**config.mk**
```make
export PLATFORM = sky130hd
export DESIGN_NAME = selective_repeat_receive_window
export DESIGN_NICKNAME = d
export VERILOG_FILES = /design/src/rtl/srrw_pkg.sv /design/src/rtl/srrw_queue.sv /design/src/rtl/srrw_front.sv /design/src/rtl/srrw_back.sv /design/src/rtl/selective_repeat_receive_window.sv
export SDC_FILE = /design/constraint.sdc
export NUM_CORES = 1
export LEC_CHECK = 0
export ABC_AREA = 1
export BUFFER_PORTS_ARGS = -buffer_cell sky130_fd_sc_hd__buf_2
export CAP_MARGIN = 10
export CORE_MARGIN = 4
export CORE_UTILIZATION = 50
export CTS_CLUSTER_SIZE = 10
export DETAILED_ROUTE_END_ITERATION = 16
export PLACE_DENSITY = 0.66
export SLEW_MARGIN = 5
export SYNTH_ARGS = -nofsm -noshare
export SYNTH_HDL_FRONTEND = slang
export SYNTH_SLANG_ARGS = --single-unit
export TNS_END_PERCENT = 5
```
**constraint.sdc**
```tcl
create_clock -name clock -period 5.15 [get_ports clock]
set_clock_uncertainty 0.15 [all_clocks]
set_input_delay 1.03 -clock clock [delete_from_list [all_inputs] [get_ports clock]]
set_output_delay 1.03 -clock clock [all_outputs]
set_load 0.01 [all_outputs]
```
**src/rtl/srrw_pkg.sv**
```systemverilog
`timescale 1ns / 1ps
package srrw_pkg;

   localparam int SLOTS        = 31;
   localparam int WINDOW       = 5;
   localparam int PACKET_BYTES = 1024;

   localparam int SEQ_W    = 16;
   localparam int HANDLE_W = 32;
   localparam int LEN_W    = 10;
   localparam int HEAD_W   = 24;
   localparam int KIND_W   = 2;

   localparam int SLOT_W = $clog2(SLOTS);
   localparam int BLK_W  = SEQ_W - $clog2(PACKET_BYTES);
   localparam int CNT_W  = $clog2(WINDOW + 1);
   localparam int QDEPTH = 2;
   localparam int QPTR_W = $clog2(QDEPTH);
   localparam int QCNT_W = $clog2(QDEPTH + 1);

   localparam logic [HEAD_W-1:0] FIN_WORD = 24'h46494E;

   localparam logic [KIND_W-1:0] KIND_ACK = 2'd0;
   localparam logic [KIND_W-1:0] KIND_REL = 2'd1;
   localparam logic [KIND_W-1:0] KIND_FIN = 2'd2;

   typedef struct packed {
      logic                is_fin;
      logic [SEQ_W-1:0]    seq;
      logic [HANDLE_W-1:0] handle;
      logic [LEN_W-1:0]    len;
      logic [SLOT_W-1:0]   slot;
   } srrw_desc_type;

   typedef struct packed {
      logic full;
      logic empty;
   } srrw_qstat_type;

   // block number mod SLOTS by restoring compare and subtract
   function automatic logic [SLOT_W-1:0] slot_of(input logic [SEQ_W-1:0] seq);
      logic [BLK_W-1:0] r;
      r = seq[SEQ_W-1 -: BLK_W];
      for (int k = BLK_W - 1; k >= 0; k--) begin
         if (32'(r) >= (SLOTS << k)) begin
            r = r - BLK_W'(SLOTS << k);
         end
      end
      return SLOT_W'(r);
   endfunction

   function automatic logic [SLOT_W-1:0] next_slot(input logic [SLOT_W-1:0] s);
      return (s == SLOT_W'(SLOTS - 1)) ? '0 : s + SLOT_W'(1);
   endfunction

endpackage

```
**src/rtl/srrw_queue.sv**
```systemverilog
`timescale 1ns / 1ps
module srrw_queue import srrw_pkg::*; (
   input  logic           clock,
   input  logic           reset,
   input  logic           push,
   input  srrw_desc_type  push_data,
   input  logic           pop,
   output srrw_desc_type  pop_data,
   output srrw_qstat_type status
);

   srrw_desc_type     entry_ff [QDEPTH];
   logic [QPTR_W-1:0] wr_ptr_ff, wr_ptr_in;
   logic [QPTR_W-1:0] rd_ptr_ff, rd_ptr_in;
   logic [QCNT_W-1:0] count_ff, count_in;
   logic              do_push, do_pop;

   assign status.full  = (count_ff == QCNT_W'(QDEPTH));
   assign status.empty = (count_ff == '0);
   assign do_push  = push && !status.full;
   assign do_pop   = pop && !status.empty;
   assign pop_data = entry_ff[rd_ptr_ff];

   always_comb begin
      wr_ptr_in = wr_ptr_ff;
      rd_ptr_in = rd_ptr_ff;
      count_in  = count_ff;
      if (do_push) begin
         wr_ptr_in = (wr_ptr_ff == QPTR_W'(QDEPTH - 1)) ? '0 : wr_ptr_ff + QPTR_W'(1);
      end
      if (do_pop) begin
         rd_ptr_in = (rd_ptr_ff == QPTR_W'(QDEPTH - 1)) ? '0 : rd_ptr_ff + QPTR_W'(1);
      end
      if (do_push && !do_pop) begin
         count_in = count_ff + QCNT_W'(1);
      end else if (do_pop && !do_push) begin
         count_in = count_ff - QCNT_W'(1);
      end
   end

   always_ff @(posedge clock) begin
      if (reset) begin
         wr_ptr_ff <= '0;
         rd_ptr_ff <= '0;
         count_ff  <= '0;
      end else begin
         wr_ptr_ff <= wr_ptr_in;
         rd_ptr_ff <= rd_ptr_in;
         count_ff  <= count_in;
      end
   end

   always_ff @(posedge clock) begin
      if (do_push) begin
         entry_ff[wr_ptr_ff] <= push_data;
      end
   end

endmodule

```
**src/rtl/srrw_front.sv**
```systemverilog
`timescale 1ns / 1ps
module srrw_front import srrw_pkg::*; (
   input  logic                clock,
   input  logic                reset,
   input  logic                req_valid,
   output logic                req_stall,
   input  logic [SEQ_W-1:0]    req_seq_value,
   input  logic [HANDLE_W-1:0] req_payload_handle,
   input  logic [LEN_W-1:0]    req_payload_len,
   input  logic [HEAD_W-1:0]   req_head_bytes,
   input  srrw_qstat_type      q_status,
   output logic                push,
   output srrw_desc_type       push_data
);

   logic started_ff, started_in;
   logic finished_ff, finished_in;
   logic accept, is_fin;

   assign req_stall = q_status.full;
   assign accept    = req_valid && !req_stall;
   // the opening word is never taken as a finish
   assign is_fin    = started_ff && (req_head_bytes == FIN_WORD);
   // after a finish every word is swallowed
   assign push      = accept && !finished_ff;

   assign push_data.is_fin = is_fin;
   assign push_data.seq    = req_seq_value;
   assign push_data.handle = req_payload_handle;
   assign push_data.len    = req_payload_len;
   assign push_data.slot   = slot_of(req_seq_value);

   always_comb begin
      started_in  = started_ff;
      finished_in = finished_ff;
      if (push) begin
         started_in = 1'b1;
         if (is_fin) begin
            finished_in = 1'b1;
         end
      end
   end

   always_ff @(posedge clock) begin
      if (reset) begin
         started_ff  <= 1'b0;
         finished_ff <= 1'b0;
      end else begin
         started_ff  <= started_in;
         finished_ff <= finished_in;
      end
   end

endmodule

```
**src/rtl/srrw_back.sv**
```systemverilog
`timescale 1ns / 1ps
module srrw_back import srrw_pkg::*; (
   input  logic                clock,
   input  logic                reset,
   input  srrw_qstat_type      q_status,
   input  srrw_desc_type       q_data,
   output logic                pop,
   output logic                rsp_valid,
   input  logic                rsp_stall,
   output logic [KIND_W-1:0]   rsp_kind,
   output logic [SEQ_W-1:0]    rsp_ack_seq,
   output logic [HANDLE_W-1:0] rsp_out_handle,
   output logic [LEN_W-1:0]    rsp_out_len,
   output logic                rsp_last
);

   localparam logic ST_IDLE = 1'b0;
   localparam logic ST_REL  = 1'b1;

   logic                state_ff, state_in;
   logic [SLOT_W-1:0]   expected_ff, expected_in;
   logic [SLOT_W-1:0]   idx_ff, idx_in;
   logic [CNT_W-1:0]    cnt_ff, cnt_in;
   logic [SLOTS-1:0]    pending_ff;
   logic [HANDLE_W-1:0] store_handle [SLOTS];
   logic [LEN_W-1:0]    store_len [SLOTS];

   logic                valid_ff, valid_in;
   logic [KIND_W-1:0]   kind_ff, kind_in;
   logic [SEQ_W-1:0]    seq_ff, seq_in;
   logic [HANDLE_W-1:0] handle_ff, handle_in;
   logic [LEN_W-1:0]    len_ff, len_in;
   logic                last_ff, last_in;

   logic              out_free, wr_en, pend_set, pend_clr;
   logic [SLOT_W-1:0] nxt;
   logic [CNT_W-1:0]  cnt_nx;

   assign out_free = !valid_ff || !rsp_stall;
   assign nxt      = next_slot(idx_ff);
   assign cnt_nx   = cnt_ff + CNT_W'(1);

   always_comb begin
      state_in    = state_ff;
      expected_in = expected_ff;
      idx_in      = idx_ff;
      cnt_in      = cnt_ff;
      valid_in    = valid_ff && rsp_stall;
      kind_in     = kind_ff;
      seq_in      = seq_ff;
      handle_in   = handle_ff;
      len_in      = len_ff;
      last_in     = last_ff;
      pop         = 1'b0;
      wr_en       = 1'b0;
      pend_set    = 1'b0;
      pend_clr    = 1'b0;
      unique case (state_ff)
         ST_IDLE: begin
            if (!q_status.empty && out_free) begin
               pop       = 1'b1;
               valid_in  = 1'b1;
               seq_in    = '0;
               handle_in = '0;
               len_in    = '0;
               if (q_data.is_fin) begin
                  kind_in = KIND_FIN;
                  last_in = 1'b1;
               end else begin
                  kind_in = KIND_ACK;
                  seq_in  = q_data.seq;
                  wr_en   = 1'b1;
                  if (q_data.slot == expected_ff) begin
                     last_in  = 1'b0;
                     state_in = ST_REL;
                     idx_in   = q_data.slot;
                     cnt_in   = '0;
                  end else begin
                     last_in  = 1'b1;
                     pend_set = 1'b1;
                  end
               end
            end
         end
         ST_REL: begin
            // first pass releases the packet just stored, then the buffered run
            if (out_free) begin
               valid_in  = 1'b1;
               kind_in   = KIND_REL;
               seq_in    = '0;
               handle_in = store_handle[idx_ff];
               len_in    = store_len[idx_ff];
               pend_clr  = 1'b1;
               cnt_in    = cnt_nx;
               idx_in    = nxt;
               if (cnt_nx == CNT_W'(WINDOW) || !pending_ff[nxt]) begin
                  last_in     = 1'b1;
                  expected_in = nxt;
                  state_in    = ST_IDLE;
               end else begin
                  last_in = 1'b0;
               end
            end
         end
         default: begin
            state_in = ST_IDLE;
         end
      endcase
   end

   always_ff @(posedge clock) begin
      if (reset) begin
         state_ff    <= ST_IDLE;
         expected_ff <= '0;
         idx_ff      <= '0;
         cnt_ff      <= '0;
         valid_ff    <= 1'b0;
         pending_ff  <= '0;
      end else begin
         state_ff    <= state_in;
         expected_ff <= expected_in;
         idx_ff      <= idx_in;
         cnt_ff      <= cnt_in;
         valid_ff    <= valid_in;
         if (pend_set) begin
            pending_ff[q_data.slot] <= 1'b1;
         end
         if (pend_clr) begin
            pending_ff[idx_ff] <= 1'b0;
         end
      end
   end

   always_ff @(posedge clock) begin
      kind_ff   <= kind_in;
      seq_ff    <= seq_in;
      handle_ff <= handle_in;
      len_ff    <= len_in;
      last_ff   <= last_in;
      if (wr_en) begin
         store_handle[q_data.slot] <= q_data.handle;
         store_len[q_data.slot]    <= q_data.len;
      end
   end

   assign rsp_valid      = valid_ff;
   assign rsp_kind       = kind_ff;
   assign rsp_ack_seq    = seq_ff;
   assign rsp_out_handle = handle_ff;
   assign rsp_out_len    = len_ff;
   assign rsp_last       = last_ff;

endmodule

```
**src/rtl/selective_repeat_receive_window.sv**
```systemverilog
`timescale 1ns / 1ps
// channel  direction  handshake              word
// req_     in         req_valid / req_stall  seq_value, payload_handle, payload_len, head_bytes
// rsp_     out        rsp_valid / rsp_stall  kind, ack_seq, out_handle, out_len, last
//
// a packet that does not hit the expected slot, and a finish, each give one word from ST_IDLE
// an expected-slot packet is acked, then ST_REL releases it and n buffered slots (n < WINDOW)
// the back end emits one word per cycle unless rsp_ stalls; the output register sets that pace
// reset is synchronous and clears the flags, the queue, the expected slot and all pending bits
// a two-word queue between front and back lets req_ flow while rsp_ stalls, until it fills
module selective_repeat_receive_window import srrw_pkg::*; (
   input  logic                clock,
   input  logic                reset,
   input  logic                req_valid,
   output logic                req_stall,
   input  logic [SEQ_W-1:0]    req_seq_value,
   input  logic [HANDLE_W-1:0] req_payload_handle,
   input  logic [LEN_W-1:0]    req_payload_len,
   input  logic [HEAD_W-1:0]   req_head_bytes,
   output logic                rsp_valid,
   input  logic                rsp_stall,
   output logic [KIND_W-1:0]   rsp_kind,
   output logic [SEQ_W-1:0]    rsp_ack_seq,
   output logic [HANDLE_W-1:0] rsp_out_handle,
   output logic [LEN_W-1:0]    rsp_out_len,
   output logic                rsp_last
);

   srrw_qstat_type q_status;
   srrw_desc_type  push_data, pop_data;
   logic           push, pop;

   srrw_front u_front (
      .clock              (clock),
      .reset              (reset),
      .req_valid          (req_valid),
      .req_stall          (req_stall),
      .req_seq_value      (req_seq_value),
      .req_payload_handle (req_payload_handle),
      .req_payload_len    (req_payload_len),
      .req_head_bytes     (req_head_bytes),
      .q_status           (q_status),
      .push               (push),
      .push_data          (push_data)
   );

   srrw_queue u_queue (
      .clock     (clock),
      .reset     (reset),
      .push      (push),
      .push_data (push_data),
      .pop       (pop),
      .pop_data  (pop_data),
      .status    (q_status)
   );

   srrw_back u_back (
      .clock          (clock),
      .reset          (reset),
      .q_status       (q_status),
      .q_data         (pop_data),
      .pop            (pop),
      .rsp_valid      (rsp_valid),
      .rsp_stall      (rsp_stall),
      .rsp_kind       (rsp_kind),
      .rsp_ack_seq    (rsp_ack_seq),
      .rsp_out_handle (rsp_out_handle),
      .rsp_out_len    (rsp_out_len),
      .rsp_last       (rsp_last)
   );

endmodule

```
### Word-level counts from Yosys, hierarchy flattened

Memories as Yosys holds them, arrays and structs flattened. A register that Yosys moved wholly into a read port is not among the register bits.
Cells that the tools add are included.

* bits in registers: 113
* latch bits: 0
* memory bits (writable): 1430
* ROM bits: 0
* word-level logic and storage cells: 149
* memories: 3

* add/subtract/negate cells: 8
* multiply operators: 0
* divide/modulo/power cells: 0
* order comparisons: 7
* eq/ne operators: 9
* shift operators: 0
* mux-type cells: 75
* bitwise gates (word level): 4
* reduce and logical (&&, ||, !) cells: 27

Memory list
* u_back.store_handle: depth 31, bits a word 32, read ports 1, clocked after memory_dff 1, wr ports 1, line srrw_back.sv:25 `logic [HANDLE_W-1:0] store_handle [SLOTS];`
* u_back.store_len: depth 31, bits a word 10, read ports 1, clocked after memory_dff 1, wr ports 1, line srrw_back.sv:26 `logic [LEN_W-1:0] store_len [SLOTS];`
* u_queue.entry_ff: depth 2, bits a word 64, read ports 1, clocked after memory_dff 1, wr ports 1, line srrw_queue.sv:12 `srrw_desc_type entry_ff [QDEPTH];`

Operators with widths (number)
* two-way mux 31 bit: 3
* two-way mux 32 bit: 2
* one-hot mux 32 bit (2 select lines): 1
* two-way mux 5 bit: 10
* two-way mux 16 bit: 3
* two-way mux 1 bit: 33
* one-hot mux 16 bit (2 select lines): 1
* bitwise AND 31 bit: 1
* NOT 31 bit: 1
* bitwise OR 31 bit: 1
* equality test 24 x 23 -> 1 bit, second input constant: 1
* two-way mux 10 bit: 2
* one-hot mux 10 bit (2 select lines): 1
* < comparator 5 x 6 -> 1 bit, second input constant: 3
* two-way mux 3 bit: 4
* logical AND 1 bit: 11
* demux 1 bit (select 5 bit): 2
* greater-or-equal comparator 5 x 1 -> 1 bit, second input constant: 2
* two-way mux 2 bit: 5
* one-hot mux 5 bit (2 select lines): 1
* zero test 1 bit: 8
* greater-or-equal comparator 6 x 5 -> 1 bit, second input constant: 1
* greater-or-equal comparator 6 bit, second input constant: 1
* two-way mux 6 bit: 1
* 24 further kinds: 31

### Longest topological paths before layout

* depth in word-level cells: 9
* depth in mapped cells: 17

### Cells and area by module

A second synthesis with hierarchy kept.

* cell total of the unflattened synthesis: 4601
* area, all modules: 61778.0 um^2

By module, submodules not included
* srrw_back: instances 1, cells an instance 4213, area each 55655.9 um^2
* srrw_queue: instances 1, cells an instance 236, area each 5167.5 um^2
* srrw_front: instances 1, cells an instance 152, area each 954.7 um^2

### Worst setup path before layout

OpenSTA, ideal clock, no wires.

* kind: input -> register
* start point: input req_valid
* end point: memory u_queue.entry_ff[1][0] (netlist bit) (enable)
* library setup time: 487 ps
* arrival: 4083 ps
* data required time: 4513 ps
* setup slack: 430 ps
* cell stages on the path: 4
* path buffers: 0
* path through: o21ai_0 -> nor2_1 -> inv_1 -> nor2_1

* cells in the longest elaborated chain, start to end: 5

RTL lines
* start: declaration: line selective_repeat_receive_window.sv:14 `input logic req_valid,`
* logical AND 1 bit: line srrw_front.sv:21 `assign accept = req_valid && !req_stall;`
* logical AND 1 bit: line srrw_front.sv:25 `assign push = accept && !finished_ff;`
* logical AND 1 bit: line srrw_queue.sv:20 `assign do_push = push && !status.full;`
* net u_queue.do_push: line srrw_queue.sv:16 `logic do_push, do_pop;`
* two-way mux 1 bit: line srrw_queue.sv:54 `if (do_push) begin`
* two-way mux 1 bit (not written as such): line srrw_queue.sv:55 `entry_ff[wr_ptr_ff] <= push_data;`
* end: declaration: line srrw_queue.sv:12

The timed path passes the listed nets, and every way through them passes these cells.

==> results.cfg <==
[detailed_routing]
routed_via_density = 6.095
wirelength_mm = 157.0
drtAntennaViolNets = 0
drt_iter0_drc = 5154
vias = 38520
drc = 0
first_pass_iters = 8
wl_per_cell_um = 24.84

[sta]
worst_pin_slew_ns = 1.286
rsz0062_at_grt = no
relSlewSlack_pct = 14.03
final-max-slew-violation-count = 0
setup_ws_ns = 1.465
period_minus_slack_ns = 3.685
finalSetupViolCount = 0
timing.fmax_mhz = 271.4
fin_setup_tns_ns = 0
finalHoldViolCount = 0
post-route-period-util_pct = 71.55

[synthesis]
syn_area_um2 = 60400
synth_area_leaders = edfxtp_1, o21ai_0, nor2_1
synth-edff-count = 1491
ys_ff_latch = 1549
synth_common_cells = edfxtp_1, o21ai_0, nor2_1, nand2_1, a21oi_1
avgSynthCellArea_um2 = 13.34
yosysSeqAreaShare_pct = 76.05
synth_fp_nets = 4622
yosysWarnings = 0
synthFlopType = edfxtp_1
yosysTopAreaCellShare_pct = 74.13
ys_async_sr_fraction_pct = 0
netlist-cell-type-count = 46
syn_inst = 4527
synth.largest_area_cell = edfxtp_1
yosysMostFrequentCell = edfxtp_1

[critical_path]
cp_max_fo = 53
critPathArrivalTime_ns = 3.95
worstPathRequired_ns = 5.42
r2r_cells = 9
startpoint_type = flop
end_kind = flop
path_class = flop to flop

[cts]
cts_tree = done
cts_buffers = 174
hold_buffers = 0
root_buffer = clkbuf_16
post-cts-setup-buffers = 0
clockBufferDepth = 3
cts_resized = 0
clkLatencyLatePin_ns = 0.78
htreeDepth = 4
clkSlewWorstSetupHoldPaths_ns = 0.05
clock-sinks = 1549

[floorplanning]
dieWidth_um = 355.6
core_um2 = 120000
die_h_um = 355.6
die_area_um2 = 126400
start_util_pct = 50.34
ios = 149
core.rowCount = 127

[hold_path]
min_path_type = input port to flop
whs_path_depth = 1

[grt]
grt_pass1_vias = 36990
grt_usage_pct = 24.52
grt_max_degree = 226
antenna_found_initial = 3
grt-ovfl-total = 0
grt_pass1_wl_mm = 233.6

[finish]
syn_to_final_growth_pct = 12.52
fin_cells = 6320
drive_above_1_share_pct = 10.85
n_antenna_cell = 0
fin_nets = 4738

[power_and_ir_drop]
p_leak_uw = 0.02261
p_int_uw = 23220
ir_worst_vdd_uv = 422.6
seqPwrFrac_pct = 51.4
combPwrFrac_pct = 15.0
pwr-share-clk_pct = 33.6
total_power_uw = 31950
switching_power_uw = 8730
switching_share_pct = 27.32
power.density_nw_per_um2 = 470.2

[run_status]
status = finished clean

[placed_design]
io_buffers = 148
dp_hpwl_mm = 83.02
placedCellCount = 6078
dp_slack_ns = 0.9918
place_congestion = 0.8293

[job]
drv_cap = 0
layout make-up:
class                   instances  area (um^2)
fillers                      9394        52010
flip-flops and latches       1549        45950
multi-input cells            2558        12950
clock buffers                 224         4573
well taps                    1612         2017
repair buffers                253         1862
inverters                     107        429.2
clock inverters                17        178.9
state kept, by name, summed over array words and instances, names as in the netlist, 2 cells and up, named ones only:
register,count
u_queue.entry_ff,128
u_back.rsp_out_handle,32
u_back.store_len,310
u_back.cnt_ff,3
u_back.rsp_ack_seq,16
u_back.rsp_kind,2
u_back.rsp_out_len,10
u_back.pending_ff,31
u_queue.count_ff,2
u_back.expected_ff,5
u_back.idx_ff,5
u_back.store_handle,992
worst max-delay path, cell delays in order, from the launching register on:
cell and delay, ns:
dfxtp_2 0.32, inv_2 0.19, buf_4 0.52, nand2_1 0.09, o21ai_1 0.37, inv_1 0.22
nor3_1 0.22, inv_1 0.20, nor2_4 0.55, buf_4 0.46
layer usage:
| metal | wire length (um) | part of all wire (%) | track usage (%) | vias to the layer above |
|---|---|---|---|---|
| met4 | 3894 | 2.5 | 7.186 | 0 |
| met1 | 64790 | 41 | 36.01 | 19040 |
| li1 | - | - | - | 17110 |
| met3 | 16050 | 10 | 4.443 | 261 |
| met5 | 0 | 0 | 0 | - |
| met2 | 72250 | 46 | 37.79 | 2113 |
through the flow:
step | utilization [%] | hold slack, ns | cell area, um^2
6_report | 56.65 | 0.2890 | 67960
5_1_grt | 56.65 | 0.2555 | 67960
4_1_cts | 56.63 | 0.2323 | 67940
3_5_place_dp | 52.67 | 0.2867 | 63180
3_3_place_gp | 52.67 | 0.2823 | 63180
2_1_floorplan | - | 0.2529 | 60400
logic make-up (layout without fill, tap and decap cells):
kind of cell	after synthesis	in the layout	share of synthesized area [%]
xor+xnor	8	8	0.1284
fa+ha+maj	9	9	0.1864
simple gates	1332	1332	8.885
flops	1549	1549	76.05
compound gates	1209	1209	11.83
buf+inv	420	601	2.917
layout by cell type (no fill, tap or decap), types with 8 or more instances in the layout:
master / netlist / layout
nand3_1: 209 / 209
o211ai_1: 22 / 22
inv_6: 0 / 10
nor2_4: 1 / 34
buf_2: 94 / 148
o221ai_1: 167 / 167
clkbuf_16: 0 / 175
nor3_1: 24 / 24
dfxtp_1: 58 / 51
edfxtp_1: 1491 / 1491
a32o_1: 10 / 10
a21oi_1: 211 / 211
inv_1: 100 / 97
buf_4: 10 / 79
a31oi_1: 50 / 50
ha_1: 9 / 9
a311oi_1: 8 / 8
buf_12: 0 / 25
o22ai_1: 75 / 75
o21ai_1: 10 / 10
nand2_1: 509 / 508
clkbuf_1: 181 / 48
o21ai_0: 601 / 601
nor2_1: 570 / 537
a221oi_1: 10 / 10
a211oi_1: 33 / 33
worst paths after layout:
| kind | startpoint | to | slack (ns) |
|---|---|---|---|
| min reg2reg | u_queue.rd_ptr_ff$_SDFFE_PP0P_ | flop | 0.30 |
| max reg2reg | flop | u_back.store_len[22][5]$_DFFE_PP_ | 1.47 |
| min | req_payload_len[2] | u_queue.entry_ff[1][7]$_DFFE_PP_ | 0.29 |
| max | flop | u_back.store_len[22][5]$_DFFE_PP_ | 1.47 |
power by group through the flow:
stage | Clock [uW] | Combinational [uW] | Sequential, uW
6_report | 10700 | 4800 | 16400
5_1_grt | 11400 | 5170 | 16500
4_1_cts | 10900 | 4740 | 16400
3_5_place_dp | 0 | 4740 | 16600
3_3_place_gp | 0 | 4650 | 16600
2_1_floorplan | 0 | 2320 | 16700
(Power assumes the default switching activity.)
